`config.mk`:
```
export PLATFORM = sky130hd
export DESIGN_NAME = ps2_scancode_to_ascii_fifo_flat
export DESIGN_NICKNAME = d
export VERILOG_FILES = /design/src/hw/rtl/ps2sa_pkg.sv /design/src/hw/rtl/ps2sa_if.sv /design/src/hw/rtl/ps2sa_decoder.sv /design/src/hw/rtl/ps2_scancode_to_ascii_fifo.sv /design/src/flat_wrapper.sv
export SDC_FILE = /design/constraint.sdc
export NUM_CORES = 1
export LEC_CHECK = 0
export ABC_AREA = 1
export ABC_CLOCK_PERIOD_IN_PS = 6800
export BUFFER_PORTS_ARGS = -buffer_cell sky130_fd_sc_hd__buf_4
export CORE_UTILIZATION = 40
export CTS_BUF_LIST = sky130_fd_sc_hd__clkbuf_16
export DETAILED_ROUTE_END_ITERATION = 10
export PLACE_DENSITY = 0.66
export RECOVER_POWER = 100
export SYNTH_ARGS = -nofsm -noshare
export SYNTH_HDL_FRONTEND = slang
export SYNTH_SLANG_ARGS = --single-unit
```
`constraint.sdc`:
```
create_clock -name clk -period 6.8 [get_ports clk]
set_clock_uncertainty 0.15 [all_clocks]
set_input_delay 0.68 -clock clk [delete_from_list [all_inputs] [get_ports clk]]
set_output_delay 0.68 -clock clk [all_outputs]
set_load 0.01 [all_outputs]
```
`src/hw/rtl/ps2sa_pkg.sv`:
```
`timescale 1ns / 1ps
// ----------------------------------------------------------------------------
// ps2sa_pkg
// Types, scancode constants and key maps shared by the scancode decoder.
// ----------------------------------------------------------------------------
package ps2sa_pkg;

  localparam int PS2SA_FIFO_DEPTH = 64;
  localparam int TABLE_SIZE       = 58;
  localparam int CFG_IDX_W        = 3;

  typedef enum logic [1:0] {
    KIND_SCAN = 2'd0,
    KIND_READ = 2'd1,
    KIND_FG   = 2'd2,
    KIND_WAIT = 2'd3
  } kind_t;

  typedef enum logic [CFG_IDX_W-1:0] {
    REG_UP     = 3'd0,
    REG_DOWN   = 3'd1,
    REG_LEFT   = 3'd2,
    REG_RIGHT  = 3'd3,
    REG_DELETE = 3'd4,
    REG_TAB    = 3'd5,
    REG_FKEY   = 3'd6
  } reg_idx_t;

  localparam logic [7:0] SC_PREFIX      = 8'hE0;
  localparam logic [7:0] SC_LSHIFT_BRK  = 8'hAA;
  localparam logic [7:0] SC_RSHIFT_BRK  = 8'hB6;
  localparam logic [7:0] SC_CTRL_BRK    = 8'h9D;
  localparam logic [7:0] SC_ALT_BRK     = 8'hB8;
  localparam logic [7:0] SC_LSHIFT      = 8'h2A;
  localparam logic [7:0] SC_RSHIFT      = 8'h36;
  localparam logic [7:0] SC_CTRL        = 8'h1D;
  localparam logic [7:0] SC_ALT         = 8'h38;
  localparam logic [7:0] SC_CAPS        = 8'h3A;
  localparam logic [7:0] SC_KEY_C       = 8'h2E;
  localparam logic [7:0] SC_F1          = 8'h3B;
  localparam logic [7:0] SC_F10         = 8'h44;
  localparam logic [7:0] SC_TAB         = 8'h0F;
  localparam logic [7:0] SC_BACKSPACE   = 8'h0E;
  localparam logic [7:0] SC_ENTER       = 8'h1C;
  localparam logic [7:0] SC_ESC         = 8'h01;
  localparam logic [7:0] SC_EXT_UP      = 8'h48;
  localparam logic [7:0] SC_EXT_DOWN    = 8'h50;
  localparam logic [7:0] SC_EXT_LEFT    = 8'h4B;
  localparam logic [7:0] SC_EXT_RIGHT   = 8'h4D;
  localparam logic [7:0] SC_EXT_DELETE  = 8'h53;

  localparam logic [7:0] CH_BACKSPACE = 8'h08;
  localparam logic [7:0] CH_NEWLINE   = 8'h0A;
  localparam logic [7:0] CH_ESCAPE    = 8'h1B;

  typedef struct packed {
    logic [7:0] up;
    logic [7:0] down;
    logic [7:0] left;
    logic [7:0] right;
    logic [7:0] del;
    logic [7:0] tab;
    logic [7:0] fkey_base;
  } codes_t;

  localparam codes_t CODES_RESET = '{
    up: 8'd128, down: 8'd129, left: 8'd130, right: 8'd131,
    del: 8'd132, tab: 8'd9, fkey_base: 8'd133
  };

  typedef struct packed {
    logic prefix;
    logic shift;
    logic ctrl;
    logic alt;
    logic caps;
  } flags_t;

  typedef struct packed {
    flags_t     flags_next;
    logic       push;
    logic [7:0] push_code;
    logic       wake;
    logic       ctrl_c;
  } dec_t;

  localparam logic [7:0] PLAIN_MAP [TABLE_SIZE] = '{
    8'h00, 8'h00, 8'h31, 8'h32, 8'h33, 8'h34, 8'h35, 8'h36, 8'h37, 8'h38,
    8'h39, 8'h30, 8'h2D, 8'h3D, 8'h00, 8'h00, 8'h71, 8'h77, 8'h65, 8'h72,
    8'h74, 8'h79, 8'h75, 8'h69, 8'h6F, 8'h70, 8'h5B, 8'h5D, 8'h00, 8'h00,
    8'h61, 8'h73, 8'h64, 8'h66, 8'h67, 8'h68, 8'h6A, 8'h6B, 8'h6C, 8'h3B,
    8'h27, 8'h60, 8'h00, 8'h5C, 8'h7A, 8'h78, 8'h63, 8'h76, 8'h62, 8'h6E,
    8'h6D, 8'h2C, 8'h2E, 8'h2F, 8'h00, 8'h2A, 8'h00, 8'h20
  };

  localparam logic [7:0] SHIFTED_MAP [TABLE_SIZE] = '{
    8'h00, 8'h00, 8'h21, 8'h40, 8'h23, 8'h24, 8'h25, 8'h5E, 8'h26, 8'h2A,
    8'h28, 8'h29, 8'h5F, 8'h2B, 8'h00, 8'h00, 8'h51, 8'h57, 8'h45, 8'h52,
    8'h54, 8'h59, 8'h55, 8'h49, 8'h4F, 8'h50, 8'h7B, 8'h7D, 8'h00, 8'h00,
    8'h41, 8'h53, 8'h44, 8'h46, 8'h47, 8'h48, 8'h4A, 8'h4B, 8'h4C, 8'h3A,
    8'h22, 8'h7E, 8'h00, 8'h7C, 8'h5A, 8'h58, 8'h43, 8'h56, 8'h42, 8'h4E,
    8'h4D, 8'h3C, 8'h3E, 8'h3F, 8'h00, 8'h2A, 8'h00, 8'h20
  };

  function automatic logic is_letter(input logic [7:0] c);
    is_letter = (c >= 8'h61 && c <= 8'h7A) || (c >= 8'h41 && c <= 8'h5A);
  endfunction

endpackage

```
`src/hw/rtl/ps2sa_if.sv`:
```
`timescale 1ns / 1ps
// ----------------------------------------------------------------------------
// ps2sa_if
// Request and result channels of the scancode decoder.
// ----------------------------------------------------------------------------
interface ps2sa_in_if;
  logic              valid;
  logic              ready;
  logic        [1:0] kind;
  logic        [7:0] scancode;
  logic signed [8:0] task_id;

  modport source (output valid, kind, scancode, task_id, input ready);
  modport sink (input valid, kind, scancode, task_id, output ready);
endinterface

interface ps2sa_out_if;
  logic       valid;
  logic       ready;
  logic       char_valid;
  logic [7:0] char_out;
  logic       has_char;
  logic       ctrl_held;
  logic       alt_held;
  logic       caps_active;
  logic       wake_valid;
  logic [7:0] wake_task;
  logic       interrupt_valid;
  logic [7:0] interrupt_task;

  modport source (
    output valid, char_valid, char_out, has_char, ctrl_held, alt_held, caps_active,
           wake_valid, wake_task, interrupt_valid, interrupt_task,
    input  ready
  );
  modport sink (
    input  valid, char_valid, char_out, has_char, ctrl_held, alt_held, caps_active,
           wake_valid, wake_task, interrupt_valid, interrupt_task,
    output ready
  );
endinterface

```
`src/hw/rtl/ps2sa_decoder.sv`:
```
`timescale 1ns / 1ps
// ----------------------------------------------------------------------------
// ps2sa_decoder
// Set-1 scancode decode: modifier tracking, key maps and character forming.
// ----------------------------------------------------------------------------
module ps2sa_decoder
  import ps2sa_pkg::*;
(
  input  logic [7:0] scancode,
  input  flags_t     flags,
  input  codes_t     codes,
  output dec_t       dec
);

  logic [7:0] c_map;
  logic [7:0] c_case;
  logic [7:0] c_ctrl;
  logic [5:0] tidx;

  always_comb begin
    tidx   = scancode[5:0];
    c_map  = 8'h00;
    if (scancode < 8'(TABLE_SIZE)) begin
      c_map = flags.shift ? SHIFTED_MAP[tidx] : PLAIN_MAP[tidx];
    end
    c_case = (flags.caps && is_letter(c_map)) ? (c_map ^ 8'h20) : c_map;
    c_ctrl = (flags.ctrl && is_letter(c_case)) ? {3'b000, c_case[4:0]} : c_case;
  end

  always_comb begin
    dec            = '0;
    dec.flags_next = flags;
    if (scancode == SC_PREFIX) begin
      dec.flags_next.prefix = 1'b1;
    end else if (scancode == SC_LSHIFT_BRK || scancode == SC_RSHIFT_BRK) begin
      dec.flags_next.shift  = 1'b0;
      dec.flags_next.prefix = 1'b0;
    end else if (scancode == SC_CTRL_BRK) begin
      dec.flags_next.ctrl   = 1'b0;
      dec.flags_next.prefix = 1'b0;
    end else if (scancode == SC_ALT_BRK) begin
      dec.flags_next.alt    = 1'b0;
      dec.flags_next.prefix = 1'b0;
    end else if (scancode[7]) begin
      dec.flags_next.prefix = 1'b0;
    end else if (scancode == SC_LSHIFT || scancode == SC_RSHIFT) begin
      dec.flags_next.shift = 1'b1;
    end else if (scancode == SC_CTRL) begin
      dec.flags_next.ctrl = 1'b1;
    end else if (scancode == SC_ALT) begin
      dec.flags_next.alt = 1'b1;
    end else if (scancode == SC_CAPS) begin
      dec.flags_next.caps = ~flags.caps;
    end else if (flags.prefix) begin
      dec.flags_next.prefix = 1'b0;
      dec.push = 1'b1;
      case (scancode)
        SC_EXT_UP:     dec.push_code = codes.up;
        SC_EXT_DOWN:   dec.push_code = codes.down;
        SC_EXT_LEFT:   dec.push_code = codes.left;
        SC_EXT_RIGHT:  dec.push_code = codes.right;
        SC_EXT_DELETE: dec.push_code = codes.del;
        default:       dec.push      = 1'b0;
      endcase
    end else if (scancode == SC_TAB) begin
      dec.push      = 1'b1;
      dec.push_code = codes.tab;
      dec.wake      = 1'b1;
    end else if (scancode >= SC_F1 && scancode <= SC_F10) begin
      dec.push      = 1'b1;
      dec.push_code = codes.fkey_base + (scancode - SC_F1);
      dec.wake      = 1'b1;
    end else if (scancode == SC_BACKSPACE) begin
      dec.push      = 1'b1;
      dec.push_code = CH_BACKSPACE;
      dec.wake      = 1'b1;
    end else if (scancode == SC_ENTER) begin
      dec.push      = 1'b1;
      dec.push_code = CH_NEWLINE;
      dec.wake      = 1'b1;
    end else if (scancode == SC_ESC) begin
      dec.push      = 1'b1;
      dec.push_code = CH_ESCAPE;
      dec.wake      = 1'b1;
    end else if (flags.ctrl && scancode == SC_KEY_C) begin
      dec.ctrl_c = 1'b1;
    end else begin
      // keys past the table still release the waiter
      dec.push      = (c_ctrl != 8'h00);
      dec.push_code = c_ctrl;
      dec.wake      = 1'b1;
    end
  end

endmodule

```
`src/hw/rtl/ps2_scancode_to_ascii_fifo.sv`:
```
`timescale 1ns / 1ps
// ----------------------------------------------------------------------------
// ps2_scancode_to_ascii_fifo
// PS/2 set-1 keyboard decoder with a character ring buffer and task wakeups.
// ----------------------------------------------------------------------------
// One request per clock is accepted on scan while the result channel does not
// stall; each gives exactly one result, registered in stage 1 (decode, buffer
// update, character memory read) and then in the result register. The buffer
// is a single-port-write, single-port-read memory of FIFO_DEPTH bytes holding
// up to FIFO_DEPTH-1 characters; a character that arrives while it is full is
// dropped. The code registers may be written on cfg_write at any time the
// block is idle and take effect on the next request.
module ps2_scancode_to_ascii_fifo
  import ps2sa_pkg::*;
#(
  parameter int FIFO_DEPTH = PS2SA_FIFO_DEPTH
) (
  input  logic                 clk,
  input  logic                 rst,
  ps2sa_in_if.sink             scan,
  ps2sa_out_if.source          result,
  input  logic                 cfg_write,
  input  logic [CFG_IDX_W-1:0] cfg_index,
  input  logic [7:0]           cfg_data
);

  localparam int AW = (FIFO_DEPTH > 1) ? $clog2(FIFO_DEPTH) : 1;
  localparam logic [AW-1:0] LAST_IDX = AW'(FIFO_DEPTH - 1);

  codes_t        codes;
  flags_t        flags;
  dec_t          dec;
  logic [AW-1:0] rd_idx;
  logic [AW-1:0] wr_idx;
  logic [AW-1:0] rd_idx_next;
  logic [AW-1:0] wr_idx_next;
  logic [AW-1:0] wr_idx_inc;
  logic [AW-1:0] rd_idx_inc;
  logic          fg_valid;
  logic [7:0]    fg_task;
  logic          wait_valid;
  logic [7:0]    wait_task;

  logic [7:0]    store [FIFO_DEPTH];
  logic [7:0]    rdata;

  logic          accept;
  logic          is_scan;
  logic          is_read;
  logic          do_push;
  logic          do_pop;
  logic          s1_move;

  logic          s1_valid;
  logic          s1_read;
  logic          s1_has_char;
  flags_t        s1_flags;
  logic          s1_wake;
  logic [7:0]    s1_wake_task;
  logic          s1_irq;
  logic [7:0]    s1_irq_task;

  ps2sa_decoder u_decoder (
    .scancode (scan.scancode),
    .flags    (flags),
    .codes    (codes),
    .dec      (dec)
  );

  assign s1_move    = s1_valid && (!result.valid || result.ready);
  assign scan.ready = !s1_valid || s1_move;
  assign accept     = scan.valid && scan.ready;
  assign is_scan    = (scan.kind == KIND_SCAN);
  assign is_read    = (scan.kind == KIND_READ);

  assign wr_idx_inc = (wr_idx == LAST_IDX) ? '0 : wr_idx + 1'b1;
  assign rd_idx_inc = (rd_idx == LAST_IDX) ? '0 : rd_idx + 1'b1;
  assign do_push    = accept && is_scan && dec.push && (wr_idx_inc != rd_idx);
  assign do_pop     = accept && is_read && (rd_idx != wr_idx);
  assign wr_idx_next = do_push ? wr_idx_inc : wr_idx;
  assign rd_idx_next = do_pop ? rd_idx_inc : rd_idx;

  // code registers
  always_ff @(posedge clk) begin
    if (rst) begin
      codes <= CODES_RESET;
    end else if (cfg_write) begin
      case (cfg_index)
        REG_UP:     codes.up        <= cfg_data;
        REG_DOWN:   codes.down      <= cfg_data;
        REG_LEFT:   codes.left      <= cfg_data;
        REG_RIGHT:  codes.right     <= cfg_data;
        REG_DELETE: codes.del       <= cfg_data;
        REG_TAB:    codes.tab       <= cfg_data;
        REG_FKEY:   codes.fkey_base <= cfg_data;
        default:    codes           <= codes;
      endcase
    end
  end

  // character memory
  always_ff @(posedge clk) begin
    if (do_push) begin
      store[wr_idx] <= dec.push_code;
    end
  end

  always_ff @(posedge clk) begin
    if (accept && is_read) begin
      rdata <= store[rd_idx];
    end
  end

  // decoder state and task slots
  always_ff @(posedge clk) begin
    if (rst) begin
      flags      <= '0;
      rd_idx     <= '0;
      wr_idx     <= '0;
      fg_valid   <= 1'b0;
      fg_task    <= '0;
      wait_valid <= 1'b0;
      wait_task  <= '0;
    end else if (accept) begin
      rd_idx <= rd_idx_next;
      wr_idx <= wr_idx_next;
      case (kind_t'(scan.kind))
        KIND_SCAN: begin
          flags <= dec.flags_next;
          if (dec.wake) begin
            wait_valid <= 1'b0;
          end
          if (dec.ctrl_c) begin
            fg_valid <= 1'b0;
          end
        end
        KIND_FG: begin
          fg_valid <= ~scan.task_id[8];
          fg_task  <= scan.task_id[7:0];
        end
        KIND_WAIT: begin
          wait_valid <= ~scan.task_id[8];
          wait_task  <= scan.task_id[7:0];
        end
        default: begin
          fg_valid <= fg_valid;
        end
      endcase
    end
  end

  // stage 1: waits for the memory read
  always_ff @(posedge clk) begin
    if (rst) begin
      s1_valid <= 1'b0;
    end else if (accept) begin
      s1_valid <= 1'b1;
    end else if (s1_move) begin
      s1_valid <= 1'b0;
    end
  end

  always_ff @(posedge clk) begin
    if (accept) begin
      s1_read      <= do_pop;
      s1_has_char  <= (rd_idx_next != wr_idx_next);
      s1_flags     <= is_scan ? dec.flags_next : flags;
      s1_wake      <= is_scan && dec.wake && wait_valid;
      s1_wake_task <= (is_scan && dec.wake && wait_valid) ? wait_task : 8'h00;
      s1_irq       <= is_scan && dec.ctrl_c && fg_valid;
      s1_irq_task  <= (is_scan && dec.ctrl_c && fg_valid) ? fg_task : 8'h00;
    end
  end

  // result register
  always_ff @(posedge clk) begin
    if (rst) begin
      result.valid <= 1'b0;
    end else if (s1_move) begin
      result.valid <= 1'b1;
    end else if (result.ready) begin
      result.valid <= 1'b0;
    end
  end

  always_ff @(posedge clk) begin
    if (s1_move) begin
      result.char_valid      <= s1_read;
      result.char_out        <= s1_read ? rdata : 8'h00;
      result.has_char        <= s1_has_char;
      result.ctrl_held       <= s1_flags.ctrl;
      result.alt_held        <= s1_flags.alt;
      result.caps_active     <= s1_flags.caps;
      result.wake_valid      <= s1_wake;
      result.wake_task       <= s1_wake_task;
      result.interrupt_valid <= s1_irq;
      result.interrupt_task  <= s1_irq_task;
    end
  end

endmodule
```
`src/flat_wrapper.sv`:
```
// flat-port wrapper written by rule: the top's interface ports become plain ports
module ps2_scancode_to_ascii_fifo_flat import ps2sa_pkg::*;
#(
  parameter int FIFO_DEPTH = PS2SA_FIFO_DEPTH
)
  (clk, rst, cfg_write, cfg_index, cfg_data, scan_valid, scan_kind, scan_scancode, scan_task_id, scan_ready, result_valid, result_char_valid, result_char_out, result_has_char, result_ctrl_held, result_alt_held, result_caps_active, result_wake_valid, result_wake_task, result_interrupt_valid, result_interrupt_task, result_ready);
  ps2sa_in_if scan_i ();
  ps2sa_out_if result_i ();
  input  logic clk;
  input  logic rst;
  input  logic cfg_write;
  input  logic [CFG_IDX_W-1:0] cfg_index;
  input  logic [7:0] cfg_data;
  input wire logic [$bits(scan_i.valid)-1:0] scan_valid;
  input wire logic [$bits(scan_i.kind)-1:0] scan_kind;
  input wire logic [$bits(scan_i.scancode)-1:0] scan_scancode;
  input wire logic [$bits(scan_i.task_id)-1:0] scan_task_id;
  output wire logic [$bits(scan_i.ready)-1:0] scan_ready;
  output wire logic [$bits(result_i.valid)-1:0] result_valid;
  output wire logic [$bits(result_i.char_valid)-1:0] result_char_valid;
  output wire logic [$bits(result_i.char_out)-1:0] result_char_out;
  output wire logic [$bits(result_i.has_char)-1:0] result_has_char;
  output wire logic [$bits(result_i.ctrl_held)-1:0] result_ctrl_held;
  output wire logic [$bits(result_i.alt_held)-1:0] result_alt_held;
  output wire logic [$bits(result_i.caps_active)-1:0] result_caps_active;
  output wire logic [$bits(result_i.wake_valid)-1:0] result_wake_valid;
  output wire logic [$bits(result_i.wake_task)-1:0] result_wake_task;
  output wire logic [$bits(result_i.interrupt_valid)-1:0] result_interrupt_valid;
  output wire logic [$bits(result_i.interrupt_task)-1:0] result_interrupt_task;
  input wire logic [$bits(result_i.ready)-1:0] result_ready;
  assign scan_i.valid = scan_valid;
  assign scan_i.kind = scan_kind;
  assign scan_i.scancode = scan_scancode;
  assign scan_i.task_id = scan_task_id;
  assign scan_ready = scan_i.ready;
  assign result_valid = result_i.valid;
  assign result_char_valid = result_i.char_valid;
  assign result_char_out = result_i.char_out;
  assign result_has_char = result_i.has_char;
  assign result_ctrl_held = result_i.ctrl_held;
  assign result_alt_held = result_i.alt_held;
  assign result_caps_active = result_i.caps_active;
  assign result_wake_valid = result_i.wake_valid;
  assign result_wake_task = result_i.wake_task;
  assign result_interrupt_valid = result_i.interrupt_valid;
  assign result_interrupt_task = result_i.interrupt_task;
  assign result_i.ready = result_ready;
  ps2_scancode_to_ascii_fifo #(.FIFO_DEPTH(FIFO_DEPTH)) u_core (.clk(clk), .rst(rst), .scan(scan_i), .result(result_i), .cfg_write(cfg_write), .cfg_index(cfg_index), .cfg_data(cfg_data));
endmodule
```
### Word level (Yosys, flattened, before mapping)

Memory sizes are Yosys's and may differ from the RTL's. A register that Yosys moved wholly into a read port is not among the register bits.
Index checks and enable logic that the tools add are counted.

| word-level totals | value |
|---|---|
| register bits | 147 |
| memory bits (writable) | 512 |
| bits in read-only memories | 1024 |
| bits of input ports | 35 |
| output and inout bits | 33 |
| word-level logic and storage cells | 220 |
| memories kept | 3 |

Memory list:

| memory | depth | width | read ports | clocked after Yosys merged registers in | wr ports | RTL line | text |
|---|---|---|---|---|---|---|---|
| (name not given) | 64 | 8 | 1 | 0 | 0 | ps2sa_decoder.sv:24 | `c_map = flags.shift ? SHIFTED_MAP[tidx] : PLAIN_MAP[tidx];` |
| (name not given) | 64 | 8 | 1 | 0 | 0 | ps2sa_decoder.sv:24 |  |
| u_core.store | 64 | 8 | 1 | 1 | 1 | ps2_scancode_to_ascii_fifo.sv:44 | `logic [7:0] store [FIFO_DEPTH];` |

| cells by class | value |
|---|---|
| add/sub/neg operators | 4 |
| order comparisons | 12 |
| equal/unequal tests | 43 |
| multiplexer cells | 65 |
| bitwise gates (word level) | 5 |
| reduce and logical (&&, ||, !) cells | 49 |

Operators by type and width:

| operator | number |
|---|---|
| $mux 10 | 6 |
| $mux 8 | 7 |
| $mux 14 | 3 |
| $eq 8x6->1 const B | 5 |
| $eq 8x7->1 const B | 5 |
| $eq 8x8->1 const B | 5 |
| $le 8x7->1 const B | 5 |
| $pmux 8 s5 | 1 |
| $ge 8x7->1 const B | 4 |
| $mux 1 | 30 |
| $mux 6 | 5 |
| $mux 13 | 2 |
| $mux 12 | 2 |
| $ne 6x6->1 const B | 4 |
| $logic_and 1x1->1 | 19 |
| $ne 6x6->1 | 3 |
| $reduce_and 2->1 | 9 |
| $eq 8x4->1 const B | 2 |
| $eq 8x5->1 const B | 2 |
| $mux 15 | 1 |
| $add 6x1->6 const B | 2 |
| $eq 6x6->1 const B | 2 |
| $mux 11 | 1 |
| $reduce_bool 2->1 | 5 |
| other kinds (28) | 48 |

### Depth between registers and ports, before layout

| logic depth | value |
|---|---|
| depth in word-level cells | 37 |
| gate-level depth with buffers | 29 |
| mapped depth without buffers | 28 |

### Modules after synthesis

From an unflattened synthesis, not the netlist that was laid out.

| unflattened totals | value |
|---|---|
| cells, all modules | 2702 |
| area total of the unflattened synthesis | 28905.2 µm² |

Modules (own cells, without submodules):

| module | instances | cells an instance | area an instance (µm²) | sequential area each (µm²) |
|---|---|---|---|---|
| ps2_scancode_to_ascii_fifo | 1 | 2229 | 26256.4 | 19098.3 |
| ps2sa_decoder | 1 | 473 | 2648.8 | 0.0 |

### Least setup slack after synthesis

Ideal clock, no wire load.

| timing path | value |
|---|---|
| path kind | input-to-reg |
| start point | in scan_scancode[2] |
| end point | mem u_core.store[0][7], data pin |
| setup time | 0.767 ns |
| arrival time | 5.314 ns |
| data required time | 5.883 ns |
| setup slack | 0.568 ns |
| cell stages on the path | 14 |
| path buffers | 1 |
| cell sequence | inv_2 buf_6 ha_1 fa_1 o31ai_1 inv_1 nor2_1 nor2_1 nor2_1 nor2_1 xor2_1 o21ai_0 inv_1 a311oi_1 |

RTL lines:

| element | RTL line | text |
|---|---|---|
| from (decl) | flat_wrapper.sv:16 | `input wire logic [$bits(scan_i.scancode)-1:0] scan_scancode;` |
| to (decl) | ps2_scancode_to_ascii_fifo.sv:44 |  |

==> metrics.yaml <==
grt:
  grt_max_degree: 134
  gr-total-overflow: 0
  grt_pass1_vias: 19557
  grt_util_all_layers: 0.218
  antenna_found_initial: 1
  grt_pass1_wl_um: 119000
sta:
  final.setup.tns_ps: 0
  hold_viol_final: 0
  fmax_mhz: 189
  drv_slew: 616
  slew_headroom: -1.01
  whs_ps: 193
  worst_pin_slew_ps: 3020
  setup_ws_ps: 1510
  period_needed_ps: 5290
  rsz0062_at_grt: "false"
  setup_violations: 0
  fin_crit_sh: 0.778
placed_design:
  place_ws_ps: 1790
  io_buffers: 67
  hpwlAfterDp_um: 48500
  place.gp.congestion: 0.952
  placed_cells: 3451
clock_network:
  clock_path_buffers: 3
  cts_htree_levels: 3
  post_cts_buffers: 0
  ctsHoldBuffers: 0
  cts.repair.resized: 0
  root_buffer: "clkbuf_16"
  cts_tree: "yes"
  clock-sinks: 667
  cts_buffers: 67
  clk-insertion-delay-late_ps: 620
  clk_pin_slew_ps: 60
detailed_routing:
  via_per_inst: 5.75
  first_pass_iters: 6
  avgRoutedWirePerCell_um: 22.2
  drt_iter0_markers: 2559
  drt_wl_total_um: 79100
  drcViolationCount: 0
  ant_nets: 0
  dr_total_vias: 20528
floorplanning:
  die_y_um: 269
  io_pins: 68
  dieArea_sq_um: 72300
  rows: 97
  die_x_um: 269
  core_region_area_sq_um: 70300
  initial_utilization: 0.405
setup_path:
  crit_end: "u_core.rdata[6]"
  worstSetupStartpointType: "register"
  cp.depth: 7
  critPathMaxFanout: 68
  crit_slowest_cell: "clkbuf_1"
  crit_path_end_kind: "register"
  crit_required_ps: 7100
  r2r_end: "u_core.rdata[6]"
  regToRegSetupSlack_ps: 1510
  critPathArrivalTime_ps: 5600
  crit_buf_inv: 2
  path_cells: "clkinv_2 -> clkbuf_1 -> o21ai_0 -> o221ai_1 -> a31oi_1 -> a221oi_1 -> or3_1"
  crit_family: "buffers and inverters"
  critical_path_class: "reg2reg"
  r2r_cells: 7
  reg2reg_from: "u_core.rd_idx[1]"
  crit_start: "u_core.rd_idx[1]"
  slowest_delay_ps: 1780
yosys:
  yosys_most_used_dff: "edfxtp_1"
  syn-mean-instance-area_sq_um: 11.1
  synth_warnings: 0
  synthesis.area_sq_um: 28500
  syn_inst: 2561
  synth_edf_count: 574
  synth_area_leaders: "edfxtp_1 61%, nor2_1 6.8%, dfxtp_1 6.5%"
  syn_nets: 2624
  synth.distinct_cells: 51
  synth-seq-cells: 667
  async_reset_ff_frac: 0
  ys_seq_area_frac: 0.670
  synth_top_area_cell: "edfxtp_1"
  synth_top_area_frac: 0.605
power:
  vdd_ir_drop_max_uv: 187
  static-leakage-power_nw: 10.9
  power_density_nw_per_um2: 271
  p_total_mw: 8.61
layout:
  final_cells: 3567
  area_growth_pct: 11.5
  fin_nets: 2643
  antenna_cells: 0
  drive_above_1_share: 0.0731
status:
  status: "complete, but fails checks"
  violations: "capacitance limit, slew limit"
flow_run:
  drv_cap: 10
hold_path:
  holdCritPathClass: "in2reg"
==> per-stage QoR <==
stage / cell area [sq um] / util
after floorplan: 28500 / -
after global placement: 29900 / 0.426
after detailed placement: 29900 / 0.426
after CTS: 32000 / 0.455
after global routing: 31800 / 0.452
final: 31800 / 0.452
==> worst reg2reg max path, stage by stage (launching register included) <==
cell,delay (ps)
dfxtp_4,530
clkinv_2,690
clkbuf_1,1850
o21ai_0,450
o221ai_1,550
a31oi_1,190
a221oi_1,490
or3_1,240
==> flip-flops by register name, indices dropped and copies added (netlist names), 3 cells and up <==
signal and cells:
u_core.result.interrupt_task 8, u_core.wr_idx 6, u_core.result.char_out 8, u_core.s1_irq_task 8, u_core.codes 56, u_core.wait_task 8, u_core.fg_task 8, u_core.rdata 8
u_core.s1_wake_task 8, u_core.store 512, u_core.flags 5, u_core.rd_idx 6, u_core.result.wake_task 8, u_core.s1_flags 3
==> synth_stat cells, drive strengths merged (7+ instances only) <==
master and count:
edfxtp 574, nor2 525, o21ai 361, nand2 212
inv 157, nand3 135, clkbuf 118, o221ai 95
dfxtp 93, a21oi 76, o22ai 37, o211ai 35
ha 27, buf 21, nor3 15, nand4 12
xor2 9, a221oi 8, a311o 7
==> cell type report <==
cell class | instances | area (sq um)
tap | 940 | 1180
clock inverter | 48 | 397
inverter | 160 | 607
sequential | 667 | 19100
multi-input combinational | 1595 | 8290
timing repair buffer | 89 | 497
fill | 6402 | 38500
clock buffer | 68 | 1700
==> power by group <==
part | switching, mW | internal, mW | total, mW
sequential | 0.0259 | 4.51 | 4.54
combinational | 0.368 | 0.114 | 0.482
clock | 1.57 | 2.02 | 3.59
==> cell usage in the layout (no fill, tap or decap), types with 68 or more instances in the layout <==
master / n
o21ai_0: 360
nand2_1: 207
clkbuf_16: 68
a21oi_1: 74
inv_1: 153
nor2_1: 515
dfxtp_1: 90
edfxtp_1: 574
nand3_1: 129
o221ai_1: 95
==> worst min path at each step <==
stage,from,endpoint,slack [ps],cells after the start
detailed placement,u_core.s1_wake_task[2],u_core.result.wake_task[2],260,0
CTS,scan_scancode[7],u_core.flags[3],190,2
finish,result_ready,u_core.result.valid,190,4
global route,result_ready,u_core.result.valid,200,4
floorplan,u_core.s1_flags[1],u_core.result.alt_held,250,0
global placement,u_core.s1_wake_task[5],u_core.result.wake_task[5],250,0
==> metal layers <==
metal,up-vias,GRT usage,part of all wire
li1,9293,-,-
met4,2,0.0788,0.032
met3,176,0.0357,0.079
met5,-,0,0.00019
met2,1043,0.347,0.47
met1,10014,0.299,0.42
==> logic make-up after synthesis <==
logic type,Yosys count,share of synthesized area
compound gates,647,0.137
xor+xnor,15,0.00461
fa+ha+maj,28,0.0126
flops,667,0.670
simple gates,905,0.134
buf+inv,299,0.0414
No activity file was read; power rests on OpenSTA's default activity.
